**src/tmc_pkg.sv**
```systemverilog
// Types and constants of the tracking mode controller.
// No dependencies; used by the top level and its checker.
package tmc_pkg;

  // Tracking mode, one-hot
  typedef enum logic [7:0] {
    MODE_IDLE      = 8'b0000_0001,
    MODE_SEARCH    = 8'b0000_0010,
    MODE_DETECT    = 8'b0000_0100,
    MODE_ACQUIRE   = 8'b0000_1000,
    MODE_TRACK     = 8'b0001_0000,
    MODE_REACQUIRE = 8'b0010_0000,
    MODE_HANDOVER  = 8'b0100_0000,
    MODE_SAFE      = 8'b1000_0000
  } mode_e;

  // Mode codes as reported on the result
  localparam logic [2:0] MCODE_IDLE      = 3'd0;
  localparam logic [2:0] MCODE_SEARCH    = 3'd1;
  localparam logic [2:0] MCODE_DETECT    = 3'd2;
  localparam logic [2:0] MCODE_ACQUIRE   = 3'd3;
  localparam logic [2:0] MCODE_TRACK     = 3'd4;
  localparam logic [2:0] MCODE_REACQUIRE = 3'd5;
  localparam logic [2:0] MCODE_HANDOVER  = 3'd6;
  localparam logic [2:0] MCODE_SAFE      = 3'd7;

  // Track state codes
  localparam logic [1:0] TS_TENTATIVE = 2'd0;
  localparam logic [1:0] TS_CONFIRMED = 2'd1;
  localparam logic [1:0] TS_COASTING  = 2'd2;
  localparam logic [1:0] TS_DELETED   = 2'd3;

  // Configuration register indexes
  localparam int unsigned CFG_IDX_W = 3;
  localparam logic [CFG_IDX_W-1:0] REG_LOSS_TIMEOUT   = 3'd0;
  localparam logic [CFG_IDX_W-1:0] REG_DETECT_TIMEOUT = 3'd1;
  localparam logic [CFG_IDX_W-1:0] REG_HANDOVER_EN    = 3'd2;
  localparam logic [CFG_IDX_W-1:0] REG_HANDOVER_FRMS  = 3'd3;
  localparam logic [CFG_IDX_W-1:0] REG_CAPTURE_LIMIT  = 3'd4;
  localparam int unsigned CFG_DATA_W = 32;

  // Reset values of the configuration registers
  localparam logic [31:0] LOSS_TIMEOUT_RST   = 32'd5000;
  localparam logic [15:0] DETECT_TIMEOUT_RST = 16'd10;
  localparam logic        HANDOVER_EN_RST    = 1'b0;
  localparam logic [15:0] HANDOVER_FRMS_RST  = 16'd30;
  localparam logic [15:0] CAPTURE_LIMIT_RST  = 16'd256;

  // Input tdata layout
  localparam int unsigned IN_RUN_LSB   = 0;
  localparam int unsigned IN_CAND_LSB  = 1;
  localparam int unsigned IN_HAVE_LSB  = 9;
  localparam int unsigned IN_TS_LSB    = 10;
  localparam int unsigned IN_RMS_LSB   = 12;
  localparam int unsigned IN_TIME_LSB  = 28;
  localparam int unsigned IN_DATA_W    = 64;

  // Output tdata layout
  localparam int unsigned OUT_MODE_LSB   = 0;
  localparam int unsigned OUT_CHG_LSB    = 3;
  localparam int unsigned OUT_FRAMES_LSB = 4;
  localparam int unsigned OUT_TIME_LSB   = 36;
  localparam int unsigned OUT_DATA_W     = 72;

  // Report code of a one-hot mode
  function automatic logic [2:0] mode_code(mode_e m);
    logic [2:0] c;
    c = MCODE_IDLE;
    case (m)
      MODE_IDLE:      c = MCODE_IDLE;
      MODE_SEARCH:    c = MCODE_SEARCH;
      MODE_DETECT:    c = MCODE_DETECT;
      MODE_ACQUIRE:   c = MCODE_ACQUIRE;
      MODE_TRACK:     c = MCODE_TRACK;
      MODE_REACQUIRE: c = MCODE_REACQUIRE;
      MODE_HANDOVER:  c = MCODE_HANDOVER;
      MODE_SAFE:      c = MCODE_SAFE;
      default:        c = MCODE_IDLE;
    endcase
    return c;
  endfunction

endpackage

```
**src/track_mode_controller_unit.sv**
```systemverilog
// Tracking mode controller top level; depends on tmc_pkg.
// The result of an accepted input transaction is registered and shows in the cycle after.
// Throughput: one frame per cycle; a stalled result holds off the input until taken.
// Reset (rst_ni low, asynchronous): mode Idle, counters and times zero,
// configuration registers at their defaults, no result pending.
module track_mode_controller_unit #(
  parameter int unsigned TIME_BITS  = 32,
  parameter int unsigned COUNT_BITS = 16
) (
  input  logic                                clk_i,
  input  logic                                rst_ni,
  // Configuration write port
  input  logic                                cfg_we_i,
  input  logic [tmc_pkg::CFG_IDX_W-1:0]       cfg_idx_i,
  input  logic [tmc_pkg::CFG_DATA_W-1:0]      cfg_data_i,
  // Frame input
  input  logic                                s_axis_tvalid_i,
  output logic                                s_axis_tready_o,
  // run flag, candidates[7:0], track present, track status[1:0],
  // rms_error[15:0], time_ms[31:0], zero fill
  input  logic [tmc_pkg::IN_DATA_W-1:0]       s_axis_tdata_i,
  // Result output
  output logic                                m_axis_tvalid_o,
  input  logic                                m_axis_tready_i,
  // mode[2:0], changed, frames_in_mode[31:0], time_in_mode_ms[31:0], zero fill
  output logic [tmc_pkg::OUT_DATA_W-1:0]      m_axis_tdata_o
);

  localparam int unsigned CMP_W  = (TIME_BITS > 32) ? TIME_BITS : 32;
  localparam int unsigned HCMP_W = (COUNT_BITS > 16) ? COUNT_BITS : 16;

  // Configuration registers
  logic [31:0] loss_timeout_q;
  logic [15:0] detect_timeout_q;
  logic        handover_en_q;
  logic [15:0] handover_frames_q;
  logic [15:0] capture_limit_q;

  // Mode state
  tmc_pkg::mode_e          mode_q, mode_d;
  logic                    started_q, started_d;
  logic [TIME_BITS-1:0]    last_time_q;
  logic [TIME_BITS-1:0]    last_lock_q, last_lock_d;
  logic [COUNT_BITS-1:0]   empty_cnt_q, empty_cnt_d;
  logic [COUNT_BITS-1:0]   ho_cnt_q, ho_cnt_d;
  logic [31:0]             frames_q, frames_d;
  logic [31:0]             mtime_q, mtime_d;
  logic                    changed_d;

  // Output stage
  logic                            out_valid_q;
  logic [tmc_pkg::OUT_DATA_W-1:0]  out_data_q, out_data_d;

  // Input fields
  logic                  in_run;
  logic [7:0]            in_cand;
  logic                  in_have;
  logic [1:0]            in_ts;
  logic [15:0]           in_rms;
  logic [31:0]           in_time;

  logic                  accept;
  logic [TIME_BITS-1:0]  now;
  logic [TIME_BITS-1:0]  dt;
  logic [TIME_BITS-1:0]  since_lock;
  logic                  lock_now;
  logic                  lost;
  logic                  loss;
  logic [COUNT_BITS-1:0] ho_inc;
  tmc_pkg::mode_e        next_mode;
  logic [31:0]           frames_base;
  logic [31:0]           mtime_base;
  logic [CMP_W:0]        mtime_sum;

  assign in_run  = s_axis_tdata_i[tmc_pkg::IN_RUN_LSB];
  assign in_cand = s_axis_tdata_i[tmc_pkg::IN_CAND_LSB +: 8];
  assign in_have = s_axis_tdata_i[tmc_pkg::IN_HAVE_LSB];
  assign in_ts   = s_axis_tdata_i[tmc_pkg::IN_TS_LSB +: 2];
  assign in_rms  = s_axis_tdata_i[tmc_pkg::IN_RMS_LSB +: 16];
  assign in_time = s_axis_tdata_i[tmc_pkg::IN_TIME_LSB +: 32];

  // Take a frame whenever the result register is free or being drained
  assign s_axis_tready_o = !out_valid_q || m_axis_tready_i;
  assign accept          = s_axis_tvalid_i && s_axis_tready_o;

  // Per-frame bookkeeping done in every mode
  assign now        = TIME_BITS'(in_time);
  assign dt         = started_q ? (now - last_time_q) : '0;
  assign lock_now   = in_have && (in_ts == tmc_pkg::TS_CONFIRMED ||
                                  in_ts == tmc_pkg::TS_COASTING);
  assign since_lock = now - last_lock_d;
  assign loss       = (mode_q != tmc_pkg::MODE_SAFE) && (mode_q != tmc_pkg::MODE_IDLE) &&
                      (CMP_W'(since_lock) > CMP_W'(loss_timeout_q));
  assign lost       = !in_have || (in_ts == tmc_pkg::TS_DELETED);
  assign ho_inc     = (ho_cnt_q != '1) ? ho_cnt_q + 1'b1 : ho_cnt_q;

  always_comb begin
    if (in_cand != 8'd0) begin
      empty_cnt_d = '0;
    end else if (empty_cnt_q != '1) begin
      empty_cnt_d = empty_cnt_q + 1'b1;
    end else begin
      empty_cnt_d = empty_cnt_q;
    end
  end

  always_comb begin
    last_lock_d = lock_now ? now : last_lock_q;
    if (!started_q && in_run) begin
      last_lock_d = now;
    end
  end

  // Mode transitions of a running frame (loss timeout handled separately)
  always_comb begin
    next_mode = mode_q;
    ho_cnt_d  = ho_cnt_q;
    case (mode_q)
      tmc_pkg::MODE_SEARCH: begin
        if (in_cand != 8'd0) next_mode = tmc_pkg::MODE_DETECT;
      end
      tmc_pkg::MODE_DETECT: begin
        if (!lost) begin
          next_mode = tmc_pkg::MODE_ACQUIRE;
        end else if (HCMP_W'(empty_cnt_d) >= HCMP_W'(detect_timeout_q)) begin
          next_mode = tmc_pkg::MODE_SEARCH;
        end
      end
      tmc_pkg::MODE_ACQUIRE: begin
        if (in_have && in_ts == tmc_pkg::TS_CONFIRMED) begin
          next_mode = tmc_pkg::MODE_TRACK;
        end else if (lost) begin
          next_mode = tmc_pkg::MODE_SEARCH;
        end
      end
      tmc_pkg::MODE_TRACK: begin
        if (lost) begin
          next_mode = tmc_pkg::MODE_SEARCH;
        end else if (in_ts == tmc_pkg::TS_COASTING) begin
          next_mode = tmc_pkg::MODE_REACQUIRE;
        end else if (handover_en_q) begin
          // handover run: count frames with the error inside capture range
          if (in_rms < capture_limit_q) begin
            ho_cnt_d = ho_inc;
            if (HCMP_W'(ho_inc) >= HCMP_W'(handover_frames_q)) begin
              next_mode = tmc_pkg::MODE_HANDOVER;
            end
          end else begin
            ho_cnt_d = '0;
          end
        end
      end
      tmc_pkg::MODE_REACQUIRE: begin
        if (lost) begin
          next_mode = tmc_pkg::MODE_SEARCH;
        end else if (in_ts == tmc_pkg::TS_CONFIRMED) begin
          next_mode = tmc_pkg::MODE_TRACK;
        end
      end
      tmc_pkg::MODE_HANDOVER: begin
        if (lost) begin
          next_mode = tmc_pkg::MODE_SEARCH;
        end else if (in_ts == tmc_pkg::TS_COASTING) begin
          next_mode = tmc_pkg::MODE_REACQUIRE;
        end
      end
      default: begin
        next_mode = mode_q;
      end
    endcase
  end

  // Saturating frame and time counts for a frame that stays running
  assign frames_base = (next_mode != mode_q) ? 32'd0 : frames_q;
  assign mtime_base  = (next_mode != mode_q) ? 32'd0 : mtime_q;
  assign mtime_sum   = {1'b0, CMP_W'(mtime_base)} + {1'b0, CMP_W'(dt)};

  // Select the outcome of the frame
  always_comb begin
    mode_d    = mode_q;
    started_d = started_q;
    frames_d  = frames_q;
    mtime_d   = mtime_q;
    changed_d = 1'b0;
    if (!started_q) begin
      if (in_run) begin
        started_d = 1'b1;
        mode_d    = tmc_pkg::MODE_SEARCH;
        changed_d = 1'b1;
        frames_d  = 32'd1;
        mtime_d   = 32'd0;
      end
    end else if (loss) begin
      mode_d    = tmc_pkg::MODE_SAFE;
      changed_d = 1'b1;
      frames_d  = 32'd1;
      mtime_d   = 32'(dt);
    end else begin
      mode_d    = next_mode;
      changed_d = (next_mode != mode_q);
      frames_d  = (frames_base != '1) ? frames_base + 32'd1 : frames_base;
      if (mtime_sum > (CMP_W+1)'(32'hFFFF_FFFF)) begin
        mtime_d = '1;
      end else begin
        mtime_d = mtime_sum[31:0];
      end
    end
  end

  // Handover count clears on any mode change
  logic [COUNT_BITS-1:0] ho_cnt_sel;
  assign ho_cnt_sel = (mode_d != mode_q) ? '0 : ho_cnt_d;

  always_comb begin
    out_data_d = '0;
    out_data_d[tmc_pkg::OUT_MODE_LSB +: 3]    = tmc_pkg::mode_code(mode_d);
    out_data_d[tmc_pkg::OUT_CHG_LSB]          = changed_d;
    out_data_d[tmc_pkg::OUT_FRAMES_LSB +: 32] = frames_d;
    out_data_d[tmc_pkg::OUT_TIME_LSB +: 32]   = mtime_d;
  end

  // Configuration registers
  always_ff @(posedge clk_i or negedge rst_ni) begin
    if (!rst_ni) begin
      loss_timeout_q    <= tmc_pkg::LOSS_TIMEOUT_RST;
      detect_timeout_q  <= tmc_pkg::DETECT_TIMEOUT_RST;
      handover_en_q     <= tmc_pkg::HANDOVER_EN_RST;
      handover_frames_q <= tmc_pkg::HANDOVER_FRMS_RST;
      capture_limit_q   <= tmc_pkg::CAPTURE_LIMIT_RST;
    end else if (cfg_we_i) begin
      case (cfg_idx_i)
        tmc_pkg::REG_LOSS_TIMEOUT:   loss_timeout_q    <= cfg_data_i[31:0];
        tmc_pkg::REG_DETECT_TIMEOUT: detect_timeout_q  <= cfg_data_i[15:0];
        tmc_pkg::REG_HANDOVER_EN:    handover_en_q     <= cfg_data_i[0];
        tmc_pkg::REG_HANDOVER_FRMS:  handover_frames_q <= cfg_data_i[15:0];
        tmc_pkg::REG_CAPTURE_LIMIT:  capture_limit_q   <= cfg_data_i[15:0];
        default: ;
      endcase
    end
  end

  // Mode state, updated per accepted frame
  always_ff @(posedge clk_i or negedge rst_ni) begin
    if (!rst_ni) begin
      mode_q      <= tmc_pkg::MODE_IDLE;
      started_q   <= 1'b0;
      last_time_q <= '0;
      last_lock_q <= '0;
      empty_cnt_q <= '0;
      ho_cnt_q    <= '0;
      frames_q    <= '0;
      mtime_q     <= '0;
    end else if (accept) begin
      mode_q      <= mode_d;
      started_q   <= started_d;
      last_time_q <= now;
      last_lock_q <= last_lock_d;
      empty_cnt_q <= empty_cnt_d;
      ho_cnt_q    <= ho_cnt_sel;
      frames_q    <= frames_d;
      mtime_q     <= mtime_d;
    end
  end

  // Result register valid flag
  always_ff @(posedge clk_i or negedge rst_ni) begin
    if (!rst_ni) begin
      out_valid_q <= 1'b0;
    end else if (accept) begin
      out_valid_q <= 1'b1;
    end else if (m_axis_tready_i) begin
      out_valid_q <= 1'b0;
    end
  end

  // Result payload
  always_ff @(posedge clk_i) begin
    if (accept) begin
      out_data_q <= out_data_d;
    end
  end

  assign m_axis_tvalid_o = out_valid_q;
  assign m_axis_tdata_o  = out_data_q;

endmodule

```
**config.mk**
```make
export PLATFORM = sky130hd
export DESIGN_NAME = track_mode_controller_unit
export DESIGN_NICKNAME = d
export VERILOG_FILES = /design/src/tmc_pkg.sv /design/src/track_mode_controller_unit.sv
export SDC_FILE = /design/constraint.sdc
export NUM_CORES = 1
export LEC_CHECK = 0
export BUFFER_PORTS_ARGS = -buffer_cell sky130_fd_sc_hd__buf_4
export CAP_MARGIN = 20
export CELL_PAD_IN_SITES_DETAIL_PLACEMENT = 0
export CELL_PAD_IN_SITES_GLOBAL_PLACEMENT = 2
export CORE_MARGIN = 3
export CORE_UTILIZATION = 38
export DETAILED_ROUTE_END_ITERATION = 8
export PLACE_DENSITY_LB_ADDON = 0.1
export SETUP_SLACK_MARGIN = 0.4
export SLEW_MARGIN = 15
export SYNTH_ARGS = -nofsm -noshare
export SYNTH_HDL_FRONTEND = slang
export SYNTH_SLANG_ARGS = --single-unit
export TNS_END_PERCENT = 10
```
**constraint.sdc**
```tcl
create_clock -name clk_i -period 9.05 [get_ports clk_i]
set_input_delay 1.81 -clock clk_i [delete_from_list [all_inputs] [get_ports clk_i]]
set_output_delay 1.81 -clock clk_i [all_outputs]
set_load 0.01 [all_outputs]
```
After elaboration in Yosys (flattened, before gate mapping)
Cells that the tools add are included.

Equality and inequality tests: 29. $add $sub $neg: 6. Multiplexer cells: 47. Reduce and logical (&&, ||, !) cells: 23. Order comparisons: 5.

Operators with widths (number): $mux W32 (13); $mux W16 (9); $mux W8 (17); $sub A32 B32 Y32 (2); $pmux W8 S6 (1); $add A32 B32 Y33 (1); $gt A33 B32 Y1 const B (1); $add A16 B1 Y16 const B (2); $add A32 B1 Y32 const B (1); $ge A16 B16 Y1 (2); $gt A32 B32 Y1 (1); $ne A16 B16 Y1 const B (2); $ne A32 B32 Y1 const B (1); $pmux W3 S7 (1); $eq A8 B2 Y1 const B (2); $eq A8 B3 Y1 const B (2); $eq A8 B4 Y1 const B (2); $eq A8 B5 Y1 const B (2); $eq A8 B6 Y1 const B (2); $eq A8 B7 Y1 const B (2); $lt A16 B16 Y1 (1); $ne A8 B8 Y1 (2); $reduce_and A2 Y1 (5); $eq A8 B8 Y1 const B (1); 16 further kinds (35).

Word-level logic and storage cells: 125. Output and inout port bits: 74. Register bits after elaboration: 319. Bits of input ports: 104.

Longest topological paths before layout
Gate-level depths: netlist of run 1.

Depth in word-level cells: 16. Gate-level depth with buffers: 33. Depth with buffers taken out: 29.

Worst setup path after synthesis of run 1
Ideal clock, no wire load.

Path kind: input port to flip-flop. From: in s_axis_tdata_i[10] in the netlist's numbering. To: reg out_data_q, in the netlist m_axis_tdata_o[62], data pin. Buffers on the path: 3. Required time: 8791 ps. Stages on the path: 27. Setup time: 259 ps. Arrival: 7702 ps. Path slack: 1089 ps. Cell sequence: inv_1 > ha_1 > o21ai_1 > clkbuf_1 > mux2i_1 > fa_1 > a21o_1 > a21oi_1 > nor2b_1 > o41ai_1 > o21bai_1 > a31oi_1 > o311ai_0 > a31o_2 > a21oi_1 > xnor2_1 > ha_1 > o21a_1 > a211oi_1 > o211ai_1 > o21a_1 > buf_2 > or3_1 > clkbuf_1 > or4_1 > o211ai_2 > nand2_1.

Longest elaborated chain between the ends: 12. Elaborated cells between the ends (all ways): 29. Those cells by class: add/sub: 2; order compare: 2; eq/ne: 4; mux: 16; reduce/logical: 5.

Ends and longest elaborated chain: start: declaration (line track_mode_controller_unit.sv:21) `input logic [tmc_pkg::IN_DATA_W-1:0] s_axis_tdata_i,`; $eq A2 B2 Y1 (line track_mode_controller_unit.sv:94) `assign lost = !in_have || (in_ts == tmc_pkg::TS_DELETED);`; $logic_or A1 B1 Y1 (line track_mode_controller_unit.sv:94); $mux W8 (line track_mode_controller_unit.sv:132) `end else if (lost) begin`; $mux W8 (line track_mode_controller_unit.sv:130) `if (in_have && in_ts == tmc_pkg::TS_CONFIRMED) begin`; $pmux W8 S6 (line track_mode_controller_unit.sv:118) `case (mode_q)`; $ne A8 B8 Y1 (line track_mode_controller_unit.sv:175) `assign mtime_base = (next_mode != mode_q) ? 32'd0 : mtime_q;`; $mux W32 (line track_mode_controller_unit.sv:175); $add A32 B32 Y33 (line track_mode_controller_unit.sv:176) `assign mtime_sum = {1'b0, CMP_W'(mtime_base)} + {1'b0, CMP_W'(dt)};`; $gt A33 B32 Y1 (line track_mode_controller_unit.sv:202) `if (mtime_sum > (CMP_W+1)'(32'hFFFF_FFFF)) begin`; $mux W32 (line track_mode_controller_unit.sv:202); $mux W32 * (line track_mode_controller_unit.sv:193) `end else if (loss) begin`; $mux W32 * (line track_mode_controller_unit.sv:185) `if (!started_q) begin`; net mtime_d[26] (line track_mode_controller_unit.sv:47) `logic [31:0] mtime_q, mtime_d;`; end signal: assignment (line track_mode_controller_unit.sv:279) `out_data_q <= out_data_d;`; end: declaration (line track_mode_controller_unit.sv:52) `logic [tmc_pkg::OUT_DATA_W-1:0] out_data_q, out_data_d;`.

Mark *: on every way through the listed nets, which the timed path passes. The rest lies on a longest branch. A chain may end at the register's enable or synchronous reset.

Worst setup path in the final report of run 1
From: in s_axis_tdata_i[10] in the netlist's numbering. To: reg out_data_q, in the netlist m_axis_tdata_o[0], data pin.

Longest elaborated chain between the ends: 12. Elaborated cells between the ends (all ways): 32. Those cells by class: add/sub: 1; order compare: 1; eq/ne: 10; mux: 15; reduce/logical: 5.

Ends and longest elaborated chain: $eq A2 B1 Y1 or $eq A2 B2 Y1 (tied branches) (line track_mode_controller_unit.sv:89, track_mode_controller_unit.sv:90); $logic_or A1 B1 Y1 * (line track_mode_controller_unit.sv:89) `assign lock_now = in_have && (in_ts == tmc_pkg::TS_CONFIRMED ||`; $logic_and A1 B1 Y1 * (line track_mode_controller_unit.sv:89); $mux W32 * (line track_mode_controller_unit.sv:108) `last_lock_d = lock_now ? now : last_lock_q;`; $mux W32 * (line track_mode_controller_unit.sv:109) `if (!started_q && in_run) begin`; net last_lock_d[0] (line track_mode_controller_unit.sv:43) `logic [TIME_BITS-1:0] last_lock_q, last_lock_d;`; $sub A32 B32 Y32 * (line track_mode_controller_unit.sv:91) `assign since_lock = now - last_lock_d;`; $gt A32 B32 Y1 * (line track_mode_controller_unit.sv:93) `(CMP_W'(since_lock) > CMP_W'(loss_timeout_q));`; $logic_and A1 B1 Y1 * (line track_mode_controller_unit.sv:92) `assign loss = (mode_q != tmc_pkg::MODE_SAFE) && (mode_q != tmc_pkg::MODE_IDLE) &&`; $mux W8 * (line track_mode_controller_unit.sv:193); $mux W8 * (line track_mode_controller_unit.sv:185); $eq A8 B8 Y1 (tied with other cells) (line tmc_pkg.sv:69) `case (m)`; $pmux W3 S7 * (line tmc_pkg.sv:69); net out_data_d, one bit (line track_mode_controller_unit.sv:52).

Marks and branches as above.

==> results of run 1 <==
final cells by class:
| cell class | instances | area [um^2] |
|---|---|---|
| Sequential cell | 319 | 8340 |
| Clock inverter | 17 | 243 |
| Inverter | 158 | 598 |
| Multi-Input combinational cell | 1921 | 12800 |
| Fill cell | 5677 | 31100 |
| Clock buffer | 59 | 1210 |
| Timing Repair Buffer | 223 | 1720 |
| Tap cell | 756 | 946 |
per-layer routing:
layer / global-route usage / part of all wire
met2: 0.357 / 0.47
met1: 0.292 / 0.47
met4: 0.0606 / 0.025
met3: 0.0228 / 0.034
met5: 0 / 0
through the flow:
step	utilization	instances	hold slack [ns]
final	0.454	3453	0.496
after detailed placement	0.428	3377	0.482
after global routing	0.454	3453	0.508
after floorplan	-	2510	0.446
after CTS	0.453	3453	0.495
after global placement	0.428	3377	0.463
state kept, by name, summed over array words and instances, names as in the netlist, 8 cells and up:
signal	cells
empty_cnt_q	16
capture_limit_q	16
detect_timeout_q	16
frames_q	32
last_lock_q	32
ho_cnt_q	16
m_axis_tdata_o	68
mode_q	8
loss_timeout_q	32
handover_frames_q	16
mtime_q	32
last_time_q	32
power by group:
part	switching, mW	internal (mW)	leakage [nW]	total (mW)
registers	0.200	1.93	3.77	2.13
logic	2.71	2.00	7.00	4.71
clock network	0.674	1.10	0.709	1.77
total	3.58	5.04	11.5	8.62
cells in the final DEF (no fill, tap or decap), types with 60 or more instances in the layout:
cell,netlist,layout
nand2_1,308,307
o21ai_0,263,263
dfrtp_1,238,238
buf_4,7,218
ha_1,179,179
inv_1,158,157
nor2_1,150,147
a21oi_1,135,134
edfxtp_1,68,68
nand3_1,63,63
xnor2_1,63,63
and3_1,60,60
how the worst max path moves through the flow:
stage | from | endpoint | slack [ns] | cells past startpoint
2_1_floorplan | s_axis_tdata_i[10] | m_axis_tdata_o[62] | 1.09 | 27
3_3_place_gp | s_axis_tdata_i[10] | m_axis_tdata_o[0] | 0.17 | 30
3_5_place_dp | s_axis_tdata_i[10] | m_axis_tdata_o[0] | 0.13 | 30
4_1_cts | ho_cnt_q[4] | m_axis_tdata_o[67] | 0.65 | 27
5_1_grt | s_axis_tdata_i[10] | frames_q[11] | 0.40 | 30
6_report | s_axis_tdata_i[10] | m_axis_tdata_o[0] | 0.76 | 31
logic make-up (layout without fill, tap and decap cells):
kind of cell,Yosys count,in the layout,synth area share
other,1,4,0.000169
AO/OA/AOI/OAI,727,727,0.208
XOR/XNOR,100,100,0.0395
multiplexers,97,97,0.0470
flip-flops,319,319,0.376
AND/OR/NAND/NOR,811,811,0.178
buffers and inverters,270,457,0.0485
adder cells (fa/ha/maj),182,182,0.104
worst register-to-register path: cells and delay by family (launching register included):
| kind | cells | cell delay [ns] |
|---|---|---|
| simple gates | 14 | 3.51 |
| compound gates | 9 | 2.53 |
| fa+ha+maj | 2 | 0.57 |
| flops | 1 | 0.46 |
| mux | 1 | 0.38 |
| xor+xnor | 1 | 0.17 |
| buf+inv | 1 | 0.05 |
==> flow_metrics.py, run 1 <==
metrics = {
    "synthesis": {
        "synth_top_area_cell": "dfrtp_1",
        "yosys-top-cells-count": "308 x nand2_1, 263 x o21ai_0, 238 x dfrtp_1, 179 x ha_1, 158 x inv_1",
        "syn_inst": 2507,
        "syn_area_per_cell_um2": 8.85,
        "synthFlopType": "dfrtp_1",
        "synth_top_area_frac": 0.269,
        "syn_area_um2": 22200,
        "synth.most_common_cell": "nand2_1",
        "synth-seq-area-share": 0.376,
        "synthArstFlopShare": 0.787,
        "synth-edff-count": 68,
        "synth-warning-count": 0,
        "ys_seq_elements": 319,
        "ys_types": 90,
        "synth.area.top_cells": "dfrtp_1 27%, ha_1 10%, edfxtp_1 9.2%",
    },
    "timing": {
        "fin_worst_skew_ns": 0.0194,
        "post-route-period-util": 0.916,
        "setup_ws_ns": 0.764,
        "setup_tns_ns": 0,
        "post-route-min-period_ns": 8.29,
        "finalHoldViolCount": 0,
        "setup_viol": 0,
        "rsz0062_at_grt": "yes",
        "slew-limit-headroom": 0.333,
        "drv_slew": 0,
        "tightest_slew_ns": 1.00,
        "max_freq_ghz": 0.121,
    },
    "power": {
        "vdd_drop_max_v": 0.000217,
        "power_density_nw_per_um2": 333,
        "p_leak_nw": 11.5,
        "power.total_mw": 8.62,
    },
    "worst_setup_path": {
        "reg2regPathDepth": 28,
        "crit_type": "in2reg",
        "rr_endpoint": "m_axis_tdata_o[67]",
        "crit_path_end_kind": "register",
        "cp_slowest_cell": "o311ai_0",
        "reg2reg_from": "ho_cnt_q[4]",
        "required_ns": 9.48,
        "startpoint_type": "input pin",
        "cp_data_arrival_time_ns": 8.72,
        "regToRegSetupSlack_ns": 1.08,
        "slowest_delay_ns": 0.74,
        "crit_family": "compound AO/OA/AOI/OAI gates",
        "path_max_fanout": 9,
        "crit_buf_inv": 5,
    },
    "die": {
        "core_um2": 57000,
        "die_h_um": 248,
        "num_rows": 87,
        "pin_count": 178,
        "initial_utilization": 0.389,
        "die_area_um2": 61300,
        "die_x_um": 248,
    },
    "clock_network": {
        "h-tree-depth": 2,
        "clkTransAtPathRegs_ns": 0.06,
        "cts.path.max_buffers": 3,
        "worst_skew_pair.late_latency_ns": 0.57,
        "root_buffer": "clkbuf_16",
        "cts_buffers": 41,
        "post_cts_buffers": 0,
        "ctsHoldBuffers": 0,
        "cts_tree": "done",
        "cts_resized": 0,
        "cts.sinks": 319,
    },
    "min_path": {
        "hold_path.class": "reg2reg",
        "holdPathEnd": "last_lock_q[1]",
        "hold_depth": 2,
        "hp-start": "last_lock_q[1]",
    },
    "route": {
        "drt_iter0_drc": 1022,
        "dr.pass1.iters": 5,
        "vias_per_cell": 5.46,
        "wl_per_cell_um": 19.0,
        "ant_nets": 0,
        "routed_wl_um": 65600,
        "via_count": 18800,
        "drc": 0,
    },
    "place": {
        "placed_cell_area_um2": 24400,
        "place.gp.congestion": 0.855,
        "port-buffer-count": 169,
        "dp_slack_ns": 0.129,
        "dp_hpwl_um": 47800,
    },
    "layout": {
        "nNetsFinal": 2950,
        "n_antenna_cell": 0,
        "drive_gt1_frac": 0.154,
        "syn2layout_area_growth_pct": 16.8,
        "fin_area_um2": 25900,
    },
    "grt": {
        "grt_pass1_wl_um": 103000,
        "grt-ovfl-total": 0,
        "grt_pass1_vias": 18500,
        "grtUsageTotal": 0.213,
        "grt_max_degree": 98,
        "antenna_found_initial": 1,
    },
    "run": {
        "cap_violations": 0,
    },
    "status": {
        "status": "completed",
    },
}
(Power assumes the default switching activity.)
==> inputs of run 2 (changes only) <==
CORE_UTILIZATION = 39   (was 38)
CTS_BUF_LIST = sky130_fd_sc_hd__clkbuf_8   (was default)
==> run 2 against run 1 <==
Non-clock buffer count grew 9. Via count grew 0.83%. Utilization grew 0.97 points. Setup slack gained 0.11 ns. Critical path depth shrank 6. Clock-buffer cell count grew 16. Critical endpoint is now frames_q[11].
==> flow_metrics.py, run 2 (synthesized netlist as in run 1, its figures left out) <==
metrics = {
    "place": {
        "placed_cell_area_um2": 24500,
        "dp_hpwl_um": 47200,
        "port-buffer-count": 169,
        "place.gp.congestion": 0.897,
        "dp_slack_ns": 0.214,
    },
    "die": {
        "num_rows": 86,
        "initial_utilization": 0.399,
        "die_x_um": 244,
        "die_h_um": 244,
        "die_area_um2": 59800,
        "pin_count": 178,
        "core_um2": 55600,
    },
    "clock_network": {
        "ctsHoldBuffers": 0,
        "cts_buffers": 61,
        "root_buffer": "clkbuf_8",
        "h-tree-depth": 2,
        "worst_skew_pair.late_latency_ns": 0.68,
        "clkTransAtPathRegs_ns": 0.06,
        "cts.path.max_buffers": 3,
        "cts.sinks": 319,
        "cts_tree": "done",
    },
    "timing": {
        "setup_ws_ns": 0.876,
        "post-route-period-util": 0.903,
        "max_freq_ghz": 0.122,
        "slew-limit-headroom": 0.347,
        "finalHoldViolCount": 0,
        "setup_tns_ns": 0,
        "fin_worst_skew_ns": 0.0240,
        "rsz0062_at_grt": "yes",
        "tightest_slew_ns": 0.980,
        "post-route-min-period_ns": 8.17,
        "setup_viol": 0,
        "drv_slew": 0,
    },
    "route": {
        "dr.pass1.iters": 5,
        "vias_per_cell": 5.44,
        "ant_nets": 0,
        "drc": 0,
        "wl_per_cell_um": 18.6,
        "via_count": 19000,
        "routed_wl_um": 65200,
        "drt_iter0_drc": 1203,
    },
    "power": {
        "p_leak_nw": 11.6,
        "vdd_drop_max_v": 0.000201,
        "power_density_nw_per_um2": 324,
    },
    "grt": {
        "grt-ovfl-total": 0,
        "antenna_found_initial": 0,
        "grt_pass1_vias": 18600,
        "grtUsageTotal": 0.216,
        "grt_max_degree": 145,
        "grt_pass1_wl_um": 104000,
    },
    "run": {
        "cap_violations": 0,
    },
    "layout": {
        "syn2layout_area_growth_pct": 16.3,
        "fin_area_um2": 25800,
        "nNetsFinal": 2979,
        "final_common_cell": "nand2_1",
        "final_util": 0.464,
        "largest_reg_flops": 68,
        "n_antenna_cell": 0,
        "mostFrequentLayoutCells": "307 x nand2_1, 263 x o21ai_0, 238 x dfrtp_1, 228 x buf_4, 179 x ha_1",
        "drive_gt1_frac": 0.163,
        "fillers": 5470,
    },
    "worst_setup_path": {
        "cp_data_arrival_time_ns": 8.77,
        "crit_type": "in2reg",
        "crit_buf_inv": 4,
        "path_max_fanout": 22,
        "cp_slowest_cell": "nor3_4",
        "startpoint_type": "input pin",
        "crit_family": "compound AO/OA/AOI/OAI gates",
        "crit_path_end_kind": "register",
        "required_ns": 9.64,
        "slowest_delay_ns": 0.73,
    },
    "min_path": {
        "hold_path.class": "reg2reg",
    },
    "status": {
        "status": "completed",
    },
}
-- run 2: cell type report --
class                      count  area, um^2  area share
clock inverter                41         287      0.0111
clock buffer                  75        1030      0.0400
sequential                   319        8340       0.323
multi-input combinational   1921       12800       0.497
tap                          748         936      0.0363
timing repair buffer         232        1790      0.0692
inverter                     158         598      0.0232
-- run 2: final timing paths --
| check | to | slack (ns) | from | cells after the start |
|---|---|---|---|---|
| worst max-delay path | frames_q[11] | 0.88 | s_axis_tdata_i[10] | 25 |
| worst min-delay path | last_lock_q[0] | 0.48 | last_lock_q[0] | 2 |
| worst max register to register | m_axis_tdata_o[62] | 1.36 | ho_cnt_q[4] | 29 |
| worst min register to register | last_lock_q[0] | 0.48 | last_lock_q[0] | 2 |
| max in group asynchronous | mtime_q[29] | 6.48 | rst_ni | 2 |
| min in group asynchronous | capture_limit_q[0] | 1.13 | rst_ni | 1 |
-- run 2: repair_timing --
action	CTS	global route
buffers inserted	0	2
setup endpoints to repair	0	23
gates resized for setup	0	2
hold endpoints to repair	0	0
-- run 2: per-stage QoR --
stage	std cells	hold slack, ns	total power [mW]
floorplan	2510	0.446	5.37
global placement	3376	0.466	6.75
detailed placement	3376	0.476	6.82
CTS	3492	0.488	8.43
global route	3494	0.513	9.06
finish	3494	0.483	8.35
-- run 2: tightest hold or removal path, delay by kind of cell, from the launching register on --
kind            cells  cell delay, ns
simple gates        1            0.04
compound gates      1            0.06
flops               1            0.34
-- run 2: per-layer routing --
metal | vias up | share of wire | GRT usage
li1 | 9428 | - | -
met1 | 9092 | 0.46 | 0.295
met2 | 385 | 0.47 | 0.353
met3 | 100 | 0.044 | 0.0360
met4 | 0 | 0.027 | 0.0597
met5 | - | 0 | 0
-- run 2: power by group --
group | switching [mW] | total, mW | internal (mW)
Combinational | 2.70 | 4.68 | 1.98
Clock | 0.676 | 1.54 | 0.863
Sequential | 0.199 | 2.13 | 1.93
Total | 3.57 | 8.35 | 4.78
==> inputs of run 3 (changes only) <==
--- a/config.mk
+++ b/config.mk
@@ -14,4 +14,5 @@
 export CTS_BUF_LIST = sky130_fd_sc_hd__clkbuf_8
 export DETAILED_ROUTE_END_ITERATION = 8
+export HOLD_SLACK_MARGIN = 0.06
 export PLACE_DENSITY_LB_ADDON = 0.1
 export SETUP_SLACK_MARGIN = 0.4
==> constraint.sdc (replaced) <==
create_clock -name clk_i -period 9.05 [get_ports clk_i]
set_input_delay 0.4525 -clock clk_i [delete_from_list [all_inputs] [get_ports clk_i]]
set_output_delay 0.4525 -clock clk_i [all_outputs]
set_load 0.01 [all_outputs]
==> run 3 against run 2 <==
Clock-buffer cell count is 1 lower. Clock power fell by 6%. Sequential cell count unchanged. Utilization up 0.51 points. Critical path type is now reg2reg. Critical endpoint is now m_axis_tdata_o[67]. Highest routed layer unchanged.
==> flow_metrics.py, run 3 (synthesized netlist as in run 1, its figures left out) <==
metrics = {
    "status": {
        "status": "completed",
    },
    "clock_network": {
        "cts.path.max_buffers": 3,
        "clkTransAtPathRegs_ns": 0.07,
        "h-tree-depth": 2,
        "cts_tree": "done",
        "cts_buffers": 61,
        "cts.sinks": 319,
        "worst_skew_pair.late_latency_ns": 0.67,
        "root_buffer": "clkbuf_8",
    },
    "route": {
        "via_count": 19300,
        "dr.pass1.iters": 5,
        "drc": 0,
        "wl_per_cell_um": 18.5,
        "vias_per_cell": 5.47,
        "routed_wl_um": 65300,
        "ant_nets": 0,
        "drt_iter0_drc": 1120,
    },
    "layout": {
        "syn2layout_area_growth_pct": 17.6,
        "fillers": 5414,
        "regArea_um2": 8340,
        "nNetsFinal": 3011,
        "multi_input_area_um2": 12800,
        "final_common_cell": "nand2_1",
        "mostFrequentLayoutCells": "307 x nand2_1, 263 x o21ai_0, 238 x dfrtp_1, 198 x buf_4",
        "instances_no_fill": 3525,
        "largest_reg_flops": 68,
        "n_antenna_cell": 0,
        "drive_gt1_frac": 0.147,
        "final_util": 0.469,
    },
    "worst_setup_path": {
        "crit_top_cell": "nand2_1",
        "crit_path_end_kind": "register",
        "path_max_fanout": 7,
        "reg2reg_from": "empty_cnt_q[4]",
        "cp_slowest_cell": "o21ai_0",
        "cp_data_arrival_time_ns": 8.54,
        "required_ns": 9.45,
        "crit_type": "reg2reg",
        "slowest_delay_ns": 0.56,
        "startpoint_type": "register",
        "crit_start": "empty_cnt_q[4]",
    },
    "grt": {
        "antenna_found_initial": 0,
        "grtUsageTotal": 0.217,
        "grt_util_met2": 0.357,
        "grt_pass1_vias": 18700,
        "grt_pass1_wl_um": 104000,
        "gr-usage-met1": 0.296,
        "grt_max_degree": 104,
        "busiest_layer": "met2",
        "grt_util_met3": 0.0299,
        "grt-ovfl-total": 0,
    },
    "timing": {
        "setup_tns_ns": 0,
        "tightest_slew_ns": 1.07,
        "post-route-min-period_ns": 8.14,
        "drv_slew": 0,
        "max_freq_ghz": 0.123,
        "finalHoldViolCount": 0,
        "rsz0062_at_grt": "yes",
        "setup_ws_ns": 0.910,
        "fin_worst_skew_ns": 0.0190,
        "post-route-period-util": 0.899,
        "slew-limit-headroom": 0.283,
        "hold_ws_ns": 0.131,
        "setup_viol": 0,
    },
    "place": {
        "dp_cells": 3343,
        "dp_hpwl_um": 47000,
        "place.gp.congestion": 0.880,
        "port-buffer-count": 169,
        "dp_slack_ns": 0.883,
    },
    "power": {
        "p_leak_nw": 11.6,
        "power_density_nw_per_um2": 311,
        "vdd_drop_max_v": 0.000194,
    },
    "run": {
        "cap_violations": 0,
    },
    "min_path": {
        "hold_path.class": "in2reg",
        "hp-start": "m_axis_tready_i",
    },
    "die": {
        "core_um2": 55600,
        "die_h_um": 244,
        "die_area_um2": 59800,
        "num_rows": 86,
        "die_x_um": 244,
        "pin_count": 178,
        "initial_utilization": 0.399,
    },
}
run 3: changes by cell type in the layout (fill, tap and decap cells not counted), sizes merged:
| cell | delta |
|---|---|
| dlygate4sd3 | +65 |
| buf | -33 |
| inv | +4 |
| bufinv | -2 |
| clkinv | -2 |
| clkbuf | -1 |
run 3: final cells by class:
| type | instances | share of cell area |
|---|---|---|
| multi-input combinational | 1921 | 0.491 |
| sequential | 319 | 0.320 |
| timing repair buffer | 264 | 0.0825 |
| clock buffer | 74 | 0.0390 |
| tap | 748 | 0.0359 |
| inverter | 158 | 0.0229 |
| clock inverter | 41 | 0.00854 |
run 3: path summary, 6_finish.rpt:
check | endpoint | slack [ns] | cells past startpoint
setup / recovery | m_axis_tdata_o[67] | 0.91 | 29
hold / removal | m_axis_tvalid_o | 0.13 | 3
setup reg to reg | m_axis_tdata_o[67] | 0.91 | 29
hold reg to reg | last_lock_q[0] | 0.50 | 2
max in group asynchronous | last_lock_q[13] | 7.14 | 3
min in group asynchronous | detect_timeout_q[7] | 0.47 | 2
run 3: repair_timing:
action,in CTS,in global routing
resized for setup,0,1
hold buffers,65,0
setup endpoints to repair,0,5
setup buffers,0,2
endpoints found under the hold margin,227,0
run 3: report_power, final:
part | switching, mW | internal, mW | total (mW)
clock | 0.660 | 0.792 | 1.45
combinational | 2.65 | 1.88 | 4.53
sequential | 0.195 | 1.93 | 2.13
run 3: critical path: cells and delay by family, from the launching register on:
family | cells | cell delay [ns]
xor+xnor | 1 | 0.24
compound gates | 11 | 3.63
mux | 1 | 0.38
flops | 1 | 0.43
fa+ha+maj | 2 | 0.52
buf+inv | 1 | 0.07
simple gates | 13 | 2.60
run 3: metal layers:
layer,part of all wire,up-vias
met5,0,-
met4,0.026,0
met3,0.040,104
met2,0.47,397
met1,0.47,9280
li1,-,9493
run 3: through the flow:
| stage | cell area (um^2) | power (mW) |
|---|---|---|
| 6_report | 26100 | 8.11 |
| 5_1_grt | 26100 | 8.81 |
| 4_1_cts | 26100 | 8.19 |
| 3_5_place_dp | 24200 | 6.64 |
| 3_3_place_gp | 24200 | 6.58 |
| 2_1_floorplan | 22200 | 5.37 |
